===== src/rtl/pjfs_pkg.sv =====
package pjfs_pkg;

    localparam int FRAME_BITS    = 6;
    localparam int EN_BITS       = 4;
    localparam int PERIOD_BITS   = 20;
    localparam int CFG_IDX_BITS  = 3;
    localparam int OUT_TIME_BITS = 48;
    localparam int MASK_BITS     = 4;
    localparam int REL_BITS      = PERIOD_BITS + 1;

    localparam int CFG_FRAME_TICS  = 0;
    localparam int CFG_JOB_ENABLE  = 1;
    localparam int CFG_PERIOD0     = 2;
    localparam int NUM_PERIOD_REGS = 4;

    localparam logic [FRAME_BITS-1:0]  FRAME_TICS_RESET = 6'd10;
    localparam logic [PERIOD_BITS-1:0] PERIOD_RESET     = 20'd1;

    typedef struct packed {
        logic load_frame;
        logic arm_step;
        logic fire;
        logic frame_end;
        logic wb_step;
    } cmd_t;

    typedef struct packed {
        logic out_free;
        logic found;
        logic last_slot;
    } status_t;

    // zero period runs as one
    function automatic logic [PERIOD_BITS-1:0] eff_period(input logic [PERIOD_BITS-1:0] p);
        eff_period = (p == '0) ? PERIOD_RESET : p;
    endfunction

endpackage


===== src/rtl/pjfs_ctrl.sv =====
module pjfs_ctrl (
    input  logic              clk,
    input  logic              rst_n,
    input  logic              in_valid,
    input  logic              frame_advance,
    output logic              in_ready,
    input  pjfs_pkg::status_t status,
    output pjfs_pkg::cmd_t    cmd
);

    localparam logic [1:0] ST_IDLE   = 2'd0;
    localparam logic [1:0] ST_ARM    = 2'd1;
    localparam logic [1:0] ST_SEARCH = 2'd2;
    localparam logic [1:0] ST_WB     = 2'd3;

    logic [1:0] state_reg;
    logic [1:0] state_next;

    assign in_ready = (state_reg == ST_IDLE);

    always_comb
    begin
        state_next     = state_reg;
        cmd.load_frame = 1'b0;
        cmd.arm_step   = 1'b0;
        cmd.fire       = 1'b0;
        cmd.frame_end  = 1'b0;
        cmd.wb_step    = 1'b0;
        case (state_reg)
            ST_IDLE:
            begin
                if (in_valid && frame_advance)
                begin
                    cmd.load_frame = 1'b1;
                    state_next     = ST_ARM;
                end
            end
            ST_ARM:
            begin
                cmd.arm_step = 1'b1;
                if (status.last_slot)
                begin
                    state_next = ST_SEARCH;
                end
            end
            ST_SEARCH:
            begin
                if (status.out_free)
                begin
                    if (status.found)
                    begin
                        cmd.fire = 1'b1;
                    end
                    else
                    begin
                        cmd.frame_end = 1'b1;
                        state_next    = ST_WB;
                    end
                end
            end
            ST_WB:
            begin
                cmd.wb_step = 1'b1;
                if (status.last_slot)
                begin
                    state_next = ST_IDLE;
                end
            end
            default:
            begin
                state_next = ST_IDLE;
            end
        endcase
    end

    always_ff @(posedge clk or negedge rst_n)
    begin
        if (!rst_n)
        begin
            state_reg <= ST_IDLE;
        end
        else
        begin
            state_reg <= state_next;
        end
    end

endmodule


===== src/rtl/pjfs_dp.sv =====
module pjfs_dp #(
    parameter int NUM_JOBS  = 4,
    parameter int TIME_BITS = 48
) (
    input  logic                                 clk,
    input  logic                                 rst_n,
    input  logic                                 cfg_valid,
    input  logic [pjfs_pkg::CFG_IDX_BITS-1:0]    cfg_index,
    input  logic [pjfs_pkg::PERIOD_BITS-1:0]     cfg_data,
    input  pjfs_pkg::cmd_t                       cmd,
    output pjfs_pkg::status_t                    status,
    output logic                                 out_valid,
    input  logic                                 out_ready,
    output logic [pjfs_pkg::OUT_TIME_BITS-1:0]   fire_time,
    output logic [pjfs_pkg::MASK_BITS-1:0]       fire_mask,
    output logic                                 frame_done
);

    localparam int IDX_BITS = (NUM_JOBS > 1) ? $clog2(NUM_JOBS) : 1;
    localparam int EXT_BITS = (TIME_BITS > pjfs_pkg::OUT_TIME_BITS) ?
                              TIME_BITS : pjfs_pkg::OUT_TIME_BITS;
    localparam int SLOT_EXT = (NUM_JOBS > pjfs_pkg::EN_BITS) ? NUM_JOBS : pjfs_pkg::EN_BITS;
    localparam logic [IDX_BITS-1:0] LAST_SLOT = IDX_BITS'(NUM_JOBS - 1);

    logic [pjfs_pkg::FRAME_BITS-1:0]  frame_tics_reg, frame_tics_next;
    logic [pjfs_pkg::EN_BITS-1:0]     job_enable_reg, job_enable_next;
    logic [pjfs_pkg::PERIOD_BITS-1:0] period_reg [NUM_JOBS];
    logic [pjfs_pkg::PERIOD_BITS-1:0] period_next [NUM_JOBS];

    logic [TIME_BITS-1:0] current_time_reg, current_time_next;
    logic [TIME_BITS-1:0] next_due_reg [NUM_JOBS];
    logic [TIME_BITS-1:0] next_due_next [NUM_JOBS];
    logic [NUM_JOBS-1:0]  armed_reg, armed_next;

    logic [TIME_BITS-1:0]            start_reg, start_next;
    logic [pjfs_pkg::FRAME_BITS-1:0] span_reg, span_next;
    logic [NUM_JOBS-1:0]             en_reg, en_next;
    logic [NUM_JOBS-1:0]             valid_reg, valid_next;
    logic [NUM_JOBS-1:0]             dirty_reg, dirty_next;
    logic [pjfs_pkg::REL_BITS-1:0]   rel_reg [NUM_JOBS];
    logic [pjfs_pkg::REL_BITS-1:0]   rel_next [NUM_JOBS];
    logic [IDX_BITS-1:0]             slot_reg, slot_next;

    logic                               out_valid_reg, out_valid_next;
    logic [pjfs_pkg::OUT_TIME_BITS-1:0] out_time_reg, out_time_next;
    logic [pjfs_pkg::MASK_BITS-1:0]     out_mask_reg, out_mask_next;
    logic                               out_done_reg, out_done_next;

    logic [pjfs_pkg::FRAME_BITS-1:0] best;
    logic                            found;
    logic [NUM_JOBS-1:0]             hit;
    logic [SLOT_EXT-1:0]             hit_ext;
    logic [SLOT_EXT-1:0]             enable_ext;
    logic [TIME_BITS-1:0]            diff;
    logic [TIME_BITS-1:0]            fire_abs;
    logic [TIME_BITS-1:0]            end_abs;
    logic [EXT_BITS-1:0]             fire_ext;
    logic [EXT_BITS-1:0]             end_ext;
    logic [pjfs_pkg::PERIOD_BITS-1:0] arm_period;
    logic [pjfs_pkg::REL_BITS-1:0]   resched [NUM_JOBS];

    // earliest in-window due slot
    always_comb
    begin
        best  = '1;
        found = 1'b0;
        for (int j = 0; j < NUM_JOBS; j++)
        begin
            if (valid_reg[j] && (!found || rel_reg[j][pjfs_pkg::FRAME_BITS-1:0] < best))
            begin
                best  = rel_reg[j][pjfs_pkg::FRAME_BITS-1:0];
                found = 1'b1;
            end
        end
    end

    always_comb
    begin
        for (int j = 0; j < NUM_JOBS; j++)
        begin
            hit[j]     = valid_reg[j] && (rel_reg[j][pjfs_pkg::FRAME_BITS-1:0] == best);
            resched[j] = pjfs_pkg::REL_BITS'(best)
                       + pjfs_pkg::REL_BITS'(pjfs_pkg::eff_period(period_reg[j]));
        end
    end

    assign hit_ext    = SLOT_EXT'(hit);
    assign enable_ext = SLOT_EXT'(job_enable_reg);
    assign diff       = next_due_reg[slot_reg] - start_reg;
    assign arm_period = pjfs_pkg::eff_period(period_reg[slot_reg]);
    assign fire_abs   = start_reg + TIME_BITS'(best);
    assign end_abs    = start_reg + TIME_BITS'(span_reg);
    assign fire_ext   = EXT_BITS'(fire_abs);
    assign end_ext    = EXT_BITS'(end_abs);

    assign status.out_free  = !out_valid_reg || out_ready;
    assign status.found     = found;
    assign status.last_slot = (slot_reg == LAST_SLOT);

    always_comb
    begin
        frame_tics_next   = frame_tics_reg;
        job_enable_next   = job_enable_reg;
        period_next       = period_reg;
        current_time_next = current_time_reg;
        next_due_next     = next_due_reg;
        armed_next        = armed_reg;
        start_next        = start_reg;
        span_next         = span_reg;
        en_next           = en_reg;
        valid_next        = valid_reg;
        dirty_next        = dirty_reg;
        rel_next          = rel_reg;
        slot_next         = slot_reg;
        out_time_next     = out_time_reg;
        out_mask_next     = out_mask_reg;
        out_done_next     = out_done_reg;
        out_valid_next    = out_ready ? 1'b0 : out_valid_reg;

        if (cfg_valid)
        begin
            if (int'(cfg_index) == pjfs_pkg::CFG_FRAME_TICS)
            begin
                frame_tics_next = cfg_data[pjfs_pkg::FRAME_BITS-1:0];
            end
            if (int'(cfg_index) == pjfs_pkg::CFG_JOB_ENABLE)
            begin
                job_enable_next = cfg_data[pjfs_pkg::EN_BITS-1:0];
            end
            for (int j = 0; j < NUM_JOBS; j++)
            begin
                if (j < pjfs_pkg::NUM_PERIOD_REGS && int'(cfg_index) == pjfs_pkg::CFG_PERIOD0 + j)
                begin
                    period_next[j] = cfg_data;
                end
            end
        end

        if (cmd.load_frame)
        begin
            start_next = current_time_reg;
            span_next  = frame_tics_reg;
            en_next    = enable_ext[NUM_JOBS-1:0];
            slot_next  = '0;
        end

        if (cmd.arm_step || cmd.wb_step)
        begin
            slot_next = status.last_slot ? '0 : slot_reg + 1'b1;
        end

        if (cmd.arm_step)
        begin
            if (en_reg[slot_reg])
            begin
                if (!armed_reg[slot_reg])
                begin
                    // freshly armed: due one period after frame start
                    armed_next[slot_reg] = 1'b1;
                    dirty_next[slot_reg] = 1'b1;
                    rel_next[slot_reg]   = pjfs_pkg::REL_BITS'(arm_period);
                    valid_next[slot_reg] = arm_period <= pjfs_pkg::PERIOD_BITS'(span_reg);
                end
                else
                begin
                    dirty_next[slot_reg] = 1'b0;
                    rel_next[slot_reg]   = diff[pjfs_pkg::REL_BITS-1:0];
                    valid_next[slot_reg] = (diff != '0) && (diff <= TIME_BITS'(span_reg));
                end
            end
            else
            begin
                armed_next[slot_reg] = 1'b0;
                valid_next[slot_reg] = 1'b0;
                dirty_next[slot_reg] = 1'b0;
            end
        end

        if (cmd.fire)
        begin
            for (int j = 0; j < NUM_JOBS; j++)
            begin
                if (hit[j])
                begin
                    rel_next[j]   = resched[j];
                    valid_next[j] = resched[j] <= pjfs_pkg::REL_BITS'(span_reg);
                    dirty_next[j] = 1'b1;
                end
            end
            out_valid_next = 1'b1;
            out_time_next  = fire_ext[pjfs_pkg::OUT_TIME_BITS-1:0];
            out_mask_next  = hit_ext[pjfs_pkg::MASK_BITS-1:0];
            out_done_next  = 1'b0;
        end

        if (cmd.frame_end)
        begin
            current_time_next = end_abs;
            slot_next         = '0;
            out_valid_next    = 1'b1;
            out_time_next     = end_ext[pjfs_pkg::OUT_TIME_BITS-1:0];
            out_mask_next     = '0;
            out_done_next     = 1'b1;
        end

        // commit rescheduled due times, relative to frame start
        if (cmd.wb_step && dirty_reg[slot_reg])
        begin
            next_due_next[slot_reg] = start_reg + TIME_BITS'(rel_reg[slot_reg]);
        end
    end

    always_ff @(posedge clk or negedge rst_n)
    begin
        if (!rst_n)
        begin
            frame_tics_reg   <= pjfs_pkg::FRAME_TICS_RESET;
            job_enable_reg   <= '0;
            current_time_reg <= '0;
            armed_reg        <= '0;
            en_reg           <= '0;
            valid_reg        <= '0;
            dirty_reg        <= '0;
            slot_reg         <= '0;
            out_valid_reg    <= 1'b0;
            for (int j = 0; j < NUM_JOBS; j++)
            begin
                period_reg[j]   <= pjfs_pkg::PERIOD_RESET;
                next_due_reg[j] <= '0;
            end
        end
        else
        begin
            frame_tics_reg   <= frame_tics_next;
            job_enable_reg   <= job_enable_next;
            current_time_reg <= current_time_next;
            armed_reg        <= armed_next;
            en_reg           <= en_next;
            valid_reg        <= valid_next;
            dirty_reg        <= dirty_next;
            slot_reg         <= slot_next;
            out_valid_reg    <= out_valid_next;
            period_reg       <= period_next;
            next_due_reg     <= next_due_next;
        end
    end

    always_ff @(posedge clk)
    begin
        start_reg    <= start_next;
        span_reg     <= span_next;
        rel_reg      <= rel_next;
        out_time_reg <= out_time_next;
        out_mask_reg <= out_mask_next;
        out_done_reg <= out_done_next;
    end

    assign out_valid  = out_valid_reg;
    assign fire_time  = out_time_reg;
    assign fire_mask  = out_mask_reg;
    assign frame_done = out_done_reg;

endmodule


===== src/rtl/periodic_job_frame_scheduler_unit.sv =====
// A frame accept is followed by a slot arming pass over all job slots before the first result.
// Each result then comes from one compare over all job slots, held while the output stalls, frame end last;
// a final pass over all job slots writes back due times before the next frame is taken.
// A frame gives F results for its firing times (F <= 63), then the frame end result.
// A frame_advance of 0 is taken while idle and gives no result.
// Reset: asynchronous active low; time, due times and arming cleared, registers to defaults.
module periodic_job_frame_scheduler_unit #(
    parameter int NUM_JOBS  = 4,
    parameter int TIME_BITS = 48
) (
    input  logic                                 clk,
    input  logic                                 rst_n,
    input  logic                                 cfg_valid,
    output logic                                 cfg_ready,
    input  logic [pjfs_pkg::CFG_IDX_BITS-1:0]    cfg_index,
    input  logic [pjfs_pkg::PERIOD_BITS-1:0]     cfg_data,
    input  logic                                 in_valid,
    output logic                                 in_ready,
    input  logic                                 frame_advance,
    output logic                                 out_valid,
    input  logic                                 out_ready,
    output logic [pjfs_pkg::OUT_TIME_BITS-1:0]   fire_time,
    output logic [pjfs_pkg::MASK_BITS-1:0]       fire_mask,
    output logic                                 frame_done
);

    pjfs_pkg::cmd_t    cmd;
    pjfs_pkg::status_t status;

    assign cfg_ready = 1'b1;

    pjfs_ctrl u_ctrl (
        .clk           (clk),
        .rst_n         (rst_n),
        .in_valid      (in_valid),
        .frame_advance (frame_advance),
        .in_ready      (in_ready),
        .status        (status),
        .cmd           (cmd)
    );

    pjfs_dp #(
        .NUM_JOBS  (NUM_JOBS),
        .TIME_BITS (TIME_BITS)
    ) u_dp (
        .clk        (clk),
        .rst_n      (rst_n),
        .cfg_valid  (cfg_valid),
        .cfg_index  (cfg_index),
        .cfg_data   (cfg_data),
        .cmd        (cmd),
        .status     (status),
        .out_valid  (out_valid),
        .out_ready  (out_ready),
        .fire_time  (fire_time),
        .fire_mask  (fire_mask),
        .frame_done (frame_done)
    );

endmodule


===== config.mk =====
export PLATFORM = sky130hd
export DESIGN_NAME = periodic_job_frame_scheduler_unit
export DESIGN_NICKNAME = d
export VERILOG_FILES = /design/src/rtl/pjfs_pkg.sv /design/src/rtl/pjfs_ctrl.sv /design/src/rtl/pjfs_dp.sv /design/src/rtl/periodic_job_frame_scheduler_unit.sv
export SDC_FILE = /design/constraint.sdc
export NUM_CORES = 2
export LEC_CHECK = 0
export BUFFER_PORTS_ARGS = -buffer_cell sky130_fd_sc_hd__buf_4
export CELL_PAD_IN_SITES_DETAIL_PLACEMENT = 2
export CELL_PAD_IN_SITES_GLOBAL_PLACEMENT = 2
export CORE_UTILIZATION = 43
export CTS_BUF_LIST = sky130_fd_sc_hd__clkbuf_8
export CTS_CLUSTER_SIZE = 16
export DETAILED_ROUTE_END_ITERATION = 10
export PLACE_DENSITY = 0.88
export SLEW_MARGIN = 10
export SYNTH_ARGS = -nofsm -noshare
export SYNTH_HDL_FRONTEND = slang
export SYNTH_SLANG_ARGS = --single-unit

===== constraint.sdc =====
create_clock -name clk -period 10.55 [get_ports clk]
set_input_delay 2.11 -clock clk [delete_from_list [all_inputs] [get_ports clk]]
set_output_delay 2.11 -clock clk [all_outputs]
set_load 0.05 [all_outputs]

## After elaboration in Yosys (flattened, before gate mapping)

Index checks and enable logic that the tools add are counted.

- Add/sub/neg operators: 9
- Magnitude comparators: 13
- Equality and inequality tests: 19
- Multiplexer cells: 88
- Bitwise gates (word level): 7
- Reductions and logical operators: 40

Operator list:

| kind | count |
|---|---|
| two-way mux 84 bit | 4 |
| two-way mux 48 bit | 5 |
| bitwise mux 192 bit | 1 |
| bitwise mux 84 bit | 2 |
| two-way mux 21 bit | 7 |
| two-way mux 20 bit | 7 |
| zero test 20 bit | 5 |
| adder 48 x 6 -> 48 bit | 2 |
| binary-select mux 48 bit (select 2 bit) | 1 |
| demux 48 bit (select 2 bit) | 1 |
| adder 6 x 20 -> 21 bit | 4 |
| less-or-equal comparator 21 x 6 -> 1 bit | 4 |
| adder 48 x 21 -> 48 bit | 1 |
| less-or-equal comparator 48 x 6 -> 1 bit | 1 |
| nonzero test 48 bit | 1 |
| subtractor 48 bit | 1 |
| binary-select mux 21 bit (select 2 bit) | 1 |
| demux 21 bit (select 2 bit) | 1 |
| binary-select mux 20 bit (select 2 bit) | 1 |
| two-way mux 4 bit | 10 |
| two-way mux 1 bit | 25 |
| == test 6 bit | 4 |
| two-way mux 6 bit | 4 |
| two-way mux 2 bit | 11 |
| 30 further kinds | 72 |

- Bits in registers: 542
- Input port bits: 29
- Output and inout bits: 56
- Word-level logic and storage cells: 203

## Longest topological paths before layout

- Depth in word-level cells: 18
- Mapped depth: 42

## Hierarchy

A second synthesis with hierarchy kept.

- Cells, all modules: 3,221
- Area total of the unflattened synthesis: 32,820.2 sq um

By module, submodules not included:

| module | instances | cells each | area an instance (sq um) | sequential area each (sq um) |
|---|---|---|---|---|
| pjfs_dp | 1 | 3,198 | 32,580.0 | 13,585.5 |
| pjfs_ctrl | 1 | 21 | 229.0 | 50.0 |
| periodic_job_frame_scheduler_unit | 1 | 2 | 11.3 | 0.0 |

## Least setup slack after synthesis

No wires, ideal clock.

- Path kind: register to register
- From: reg u_dp.valid_reg[0]
- To: reg u_dp.valid_reg[0]
- Library setup time: 0.079 ns
- Arrival time: 8.653 ns
- Required time: 10.471 ns
- Path slack: 1.817 ns
- Cell stages (with the launch flop): 41
- Buffers on the path: 3
- Cell sequence: dfrtp_1 buf_2 inv_1 nor2_1 ha_1 and2_1 a221oi_1 nor2_1 o21ai_0 o22ai_1 ha_1 a21o_1 a21oi_1 o21ai_0 nor3_1 o211a_2 or2_1 buf_2 [... 5 more ...] o21ai_0 a41oi_2 buf_4 mux2i_1 inv_1 fa_1 nor2b_1 o21ai_0 a21boi_0 o21ai_0 a21o_1 nor2_1 nand4_1 xor2_1 and3_1 nand4_1 or4_1 mux2i_1

- Word-level cells in the longest chain between the ends: 17
- Elaborated cells between the ends (all ways): 35
- Classes of those cells: add/sub (1); order compare (4); eq/ne (1); mux (18); bitwise (1); reduce/logical (10)

Ends and longest elaborated chain:

| element | RTL line | RTL |
|---|---|---|
| start: declaration | pjfs_dp.sv:38 | `logic [NUM_JOBS-1:0] valid_reg, valid_next;` |
| start signal: assignment | pjfs_dp.sv:239 | `valid_reg <= valid_next;` |
| two-way mux 6 bit / two-way mux 1 bit (equally long branches) | pjfs_dp.sv:69 | `if (valid_reg[j] && (!found \|\| rel_reg[j][pjfs_pkg::FRAME_BITS-1:0] < best))` |
| less-than comparator 6 bit / zero test 1 bit (equally long branches) | pjfs_dp.sv:69 |  |
| logical OR 1 bit | pjfs_dp.sv:69 |  |
| logical AND 1 bit | pjfs_dp.sv:69 |  |
| two-way mux 6 bit / two-way mux 1 bit (equally long branches) | pjfs_dp.sv:69 |  |
| less-than comparator 6 bit / zero test 1 bit (equally long branches) | pjfs_dp.sv:69 |  |
| logical OR 1 bit | pjfs_dp.sv:69 |  |
| logical AND 1 bit | pjfs_dp.sv:69 |  |
| [... 2 more ...] | n/a |  |
| logical OR 1 bit | pjfs_dp.sv:69 |  |
| logical AND 1 bit | pjfs_dp.sv:69 |  |
| two-way mux 6 bit / two-way mux 1 bit (equally long branches) | pjfs_dp.sv:69 |  |
| adder 6 x 20 -> 21 bit, or another cell as far along | pjfs_dp.sv:83 | `+ pjfs_pkg::REL_BITS'(pjfs_pkg::eff_period(period_reg[j]));` |
| less-or-equal comparator 21 x 6 -> 1 bit, or another cell as far along | pjfs_dp.sv:186 | `valid_next[j] = resched[j] <= pjfs_pkg::REL_BITS'(span_reg);` |
| two-way mux 1 bit / two-way mux 2 bit (equally long branches) | pjfs_dp.sv:183, pjfs_ctrl.sv:29 |  |
| two-way mux 4 bit (*) | pjfs_dp.sv:179 | `if (cmd.fire)` |
| named net u_dp.valid_next[0] | pjfs_dp.sv:38 |  |

Mark *: on every way through the listed nets, which the timed path passes. The rest lies on a longest branch.
A chain may end at the register's enable or synchronous reset.

## Worst setup path in the final report

- From: reg u_dp.valid_reg[0]
- To: reg u_dp.out_time_reg, in the netlist u_dp.fire_time[46] (data pin)

- Word-level cells in the longest chain between the ends: 17
- Elaborated cells between the ends (all ways): 26
- Classes of those cells: add/sub (1); order compare (3); mux (13); reduce/logical (9)

Ends and longest elaborated chain:

| element | RTL line | RTL |
|---|---|---|
| branches (longest 16 deep; another with less-than comparator 6 bit) | n/a |  |
| two-way mux 48 bit (*) | pjfs_dp.sv:196 | `if (cmd.frame_end)` |
| named net u_dp.out_time_next, one bit | pjfs_dp.sv:45 | `logic [pjfs_pkg::OUT_TIME_BITS-1:0] out_time_reg, out_time_next;` |
| end signal: assignment | pjfs_dp.sv:253 | `out_time_reg <= out_time_next;` |
| end: declaration | pjfs_dp.sv:45 |  |

Mark *: on every way through the listed nets, which the timed path passes. The select of a mux whose other input is x is not followed.

==> results by group <==
Power
  – Static leakage: 15.6 nW
  – Pwr/cell area: 399 mW/mm^2
  – Max VDD drop: 0.183 mV

Placement
  – Post-detail-place hpwl: between 90000 and 100000 um
  – Port Buffers: 83
  – Routability cong.: 0.940

Logic synthesis
  – Most used DFF post-synth: dfrtp_1
  – EDFF count, synth: 102
  – Syn_area_per_cell: a little under 10 sq um
  – Synth Register Bits: 542
  – Cells after Synth: approximately 3400
  – Yosys warning total: 0
  – Synth async-reset ratio: 0.648
  – Synth Cell Area: 0.0333 sq mm
  – Post-synth cell types: 105
  – Seq/Total Area, Yosys: 0.409
  – Syn nets: 3591

Global routing
  – Antenna violations before repair: 5
  – GR Util All Layers: 0.370
  – Largest net degree at the start of global routing: 155
  – Grt total ovfl: 0
  – Vias in the first global route: 33000
  – Global-route wire length before repair: 218000 um

Clock network
  – Clock Latency Late Sink: 790 ps
  – CTS Hold Bufs: 0
  – Post-CTS Setup Bufs: 0
  – CTS H-tree depth: 3
  – Total CTS buffers: 98
  – CTS clk-pin slew, worst paths: ~70 ps
  – CTS Root Cell: clkbuf_8
  – CTS tree: done
  – Clock sink count: 542
  – Maximum clock insertion buffer count: 3

Layout
  – Most frequent cells in the layout: 496 x nand2_1, 343 x dfrtp_1, 241 x o21ai_0
  – Most common cell after layout, fill and taps aside: nand2_1
  – Final Core Density: 0.482
  – Area growth, synth to finish: 10.5%
  – Layout cells sized above 1: 0.160
  – Nets: 3604
  – Max FFs per register: ~190

Die
  – Core outline area: 0.0763 sq mm
  – I/O pin cnt: 85
  – Initial core utilization: 0.436
  – Die height: approximately 280 um
  – # rows: approximately 100
  – Chip Width: around 280 um
  – Die area: 0.0786 sq mm

STA
  – RSZ-0062 raised after global routing: no
  – Final worst-path cycle share: 0.953
  – Fmax: 0.0994 GHz
  – Clock Skew: 85.4 ps
  – Slew Limit Fails: 0
  – Relative slew margins: 0.123
  – Worst slew pin tran: 1300 ps
  – Final min period: a little over 10000 ps
  – Sum Neg Setup Slack: 0 ps
  – Hold Fails Final Rpt: 0
  – Final setup viols: 0

Setup path
  – Crit path kind: reg2reg
  – CP max FO: 13
  – CP Buf/Inv Count: 3
  – Delay-heaviest family, CP: compound AO/OA/AOI/OAI gates
  – Worst EP arrival: 10570 ps
  – Slowest stage delay, CP: roughly 700 ps
  – Critical Path Slowest Stage Cell: or4_1
  – WP data required: 11060 ps
  – CP Capture Type: register
  – Setup crit start kind: register

Route
  – Residual DRC: 0
  – Via density: about 6.5
  – Vias: 29200
  – Final wirelength: around 140000 um
  – Wire per inst: approximately 32 um
  – Antenna-violating nets left: 0
  – Detailed Routing Iterations Pass 1: 8
  – Initial DRC count: 2320

Outcome
  – Outcome: finished, final reports clean

Flow run
  – Max cap viols: 0

Hold path
  – Class of the worst hold path: reg2reg
==> per-layer routing <==
metal  vias up  share of wire  track usage
li1      12200              -            -
met1     15100           0.37        0.412
met2      1337           0.49        0.633
met3       602          0.058       0.0656
met4         2          0.082        0.274
met5         -       0.000097            0
==> per-stage QoR <==
step / worst slack, ps / total power, mW / hold slack [ps] / std cells / cell area [sq um]
global placement: 1020 / 11.3 / 429 / 4335 / 34700
global route: 41.1 / 15.3 / 450 / 4522 / 36800
floorplan: 1820 / 8.99 / 421 / 3393 / 33300
CTS: 448 / 14.5 / 416 / 4520 / 36800
finish: 491 / 14.7 / 435 / 4523 / 36800
detailed placement: 604 / 12.0 / 437 / 4335 / 34700
==> cells by family after synthesis <==
| logic type | Yosys count | synth area share |
|---|---|---|
| compound gates | 681 | 0.129 |
| buf+inv | 346 | 0.0405 |
| simple gates | 1067 | 0.149 |
| mux | 323 | 0.137 |
| flops | 542 | 0.409 |
| xor+xnor | 264 | 0.0694 |
| other cells | 1 | 0.000113 |
| fa+ha+maj | 169 | 0.0653 |
==> layout make-up <==
| cell class | count | area (sq um) |
|---|---|---|
| antenna | 2 | 5.00 |
| clock buffer | 116 | 1600 |
| clock inverter | 69 | 443 |
| fill | 7894 | 39500 |
| inverter | 136 | 510 |
| multi-input combinational | 2505 | 18400 |
| sequential | 542 | 13600 |
| tap | 1030 | 1290 |
| timing repair buffer | 123 | 941 |
==> worst paths after layout <==
check / start / to / slack [ps] / depth (start not counted)
min in group asynchronous: rst_n / u_dp.current_time_reg[29]$_DFFE_PN0P_ / 1430 / 1
max reg2reg: u_dp.valid_reg[0]$_DFF_PN0_ / u_dp.fire_time[46]$_DFFE_PP_ / 490 / 36
min: u_dp.current_time_reg[18]$_DFFE_PN0P_ / u_dp.start_reg[18]$_DFFE_PP_ / 440 / 0
max: u_dp.valid_reg[0]$_DFF_PN0_ / u_dp.fire_time[46]$_DFFE_PP_ / 490 / 36
min reg2reg: u_dp.current_time_reg[18]$_DFFE_PN0P_ / u_dp.start_reg[18]$_DFFE_PP_ / 440 / 0
max in group asynchronous: rst_n / u_dp.en_reg[0]$_DFFE_PN0P_ / 7340 / 2
==> power by group <==
group	internal [mW]	total [mW]	switching (mW)	leakage [nW]
Sequential	2.91	3.75	0.838	6.22
Combinational	3.17	8.78	5.61	8.19
Clock	1.09	2.14	1.05	1.19
==> timing repair <==
item                                    4_1_cts  5_1_grt
endpoints found under the setup margin        0        5
gates resized for setup                       0        3
endpoints found under the hold margin         0        0
==> Yosys cell counts (all sizes together) (7+ instances only) <==
master	instances	area share
nor4	37	0.0083
fa	8	0.0048
o2111ai	8	0.0021
clkbuf	166	0.019
mux4	91	0.062
o211ai	31	0.0071
nand2	501	0.056
nor3	60	0.0090
o21bai	16	0.0036
o22ai	11	0.0021
mux2	147	0.050
nor2	181	0.020
nor3b	7	0.0019
nand2b	24	0.0045
or3	9	0.0017
a211oi	7	0.0016
ha	161	0.060
a21o	58	0.013
dfxtp	89	0.054
inv	135	0.015
xor2	64	0.017
or2	11	0.0021
and3	34	0.0064
dfrtp	345	0.26
buf	44	0.0064
and2	10	0.0019
a21oi	141	0.021
nor2b	29	0.0054
edfxtp	102	0.092
and4	9	0.0024
a31oi	24	0.0045
or4	16	0.0037
o21ai	259	0.039
mux2i	85	0.026
xnor2	200	0.053
o31ai	8	0.0020
o21a	25	0.0056
a2111oi	9	0.0031
nand4	52	0.010
nand3	72	0.011
Note: power is estimated with default switching activity, not from simulation.
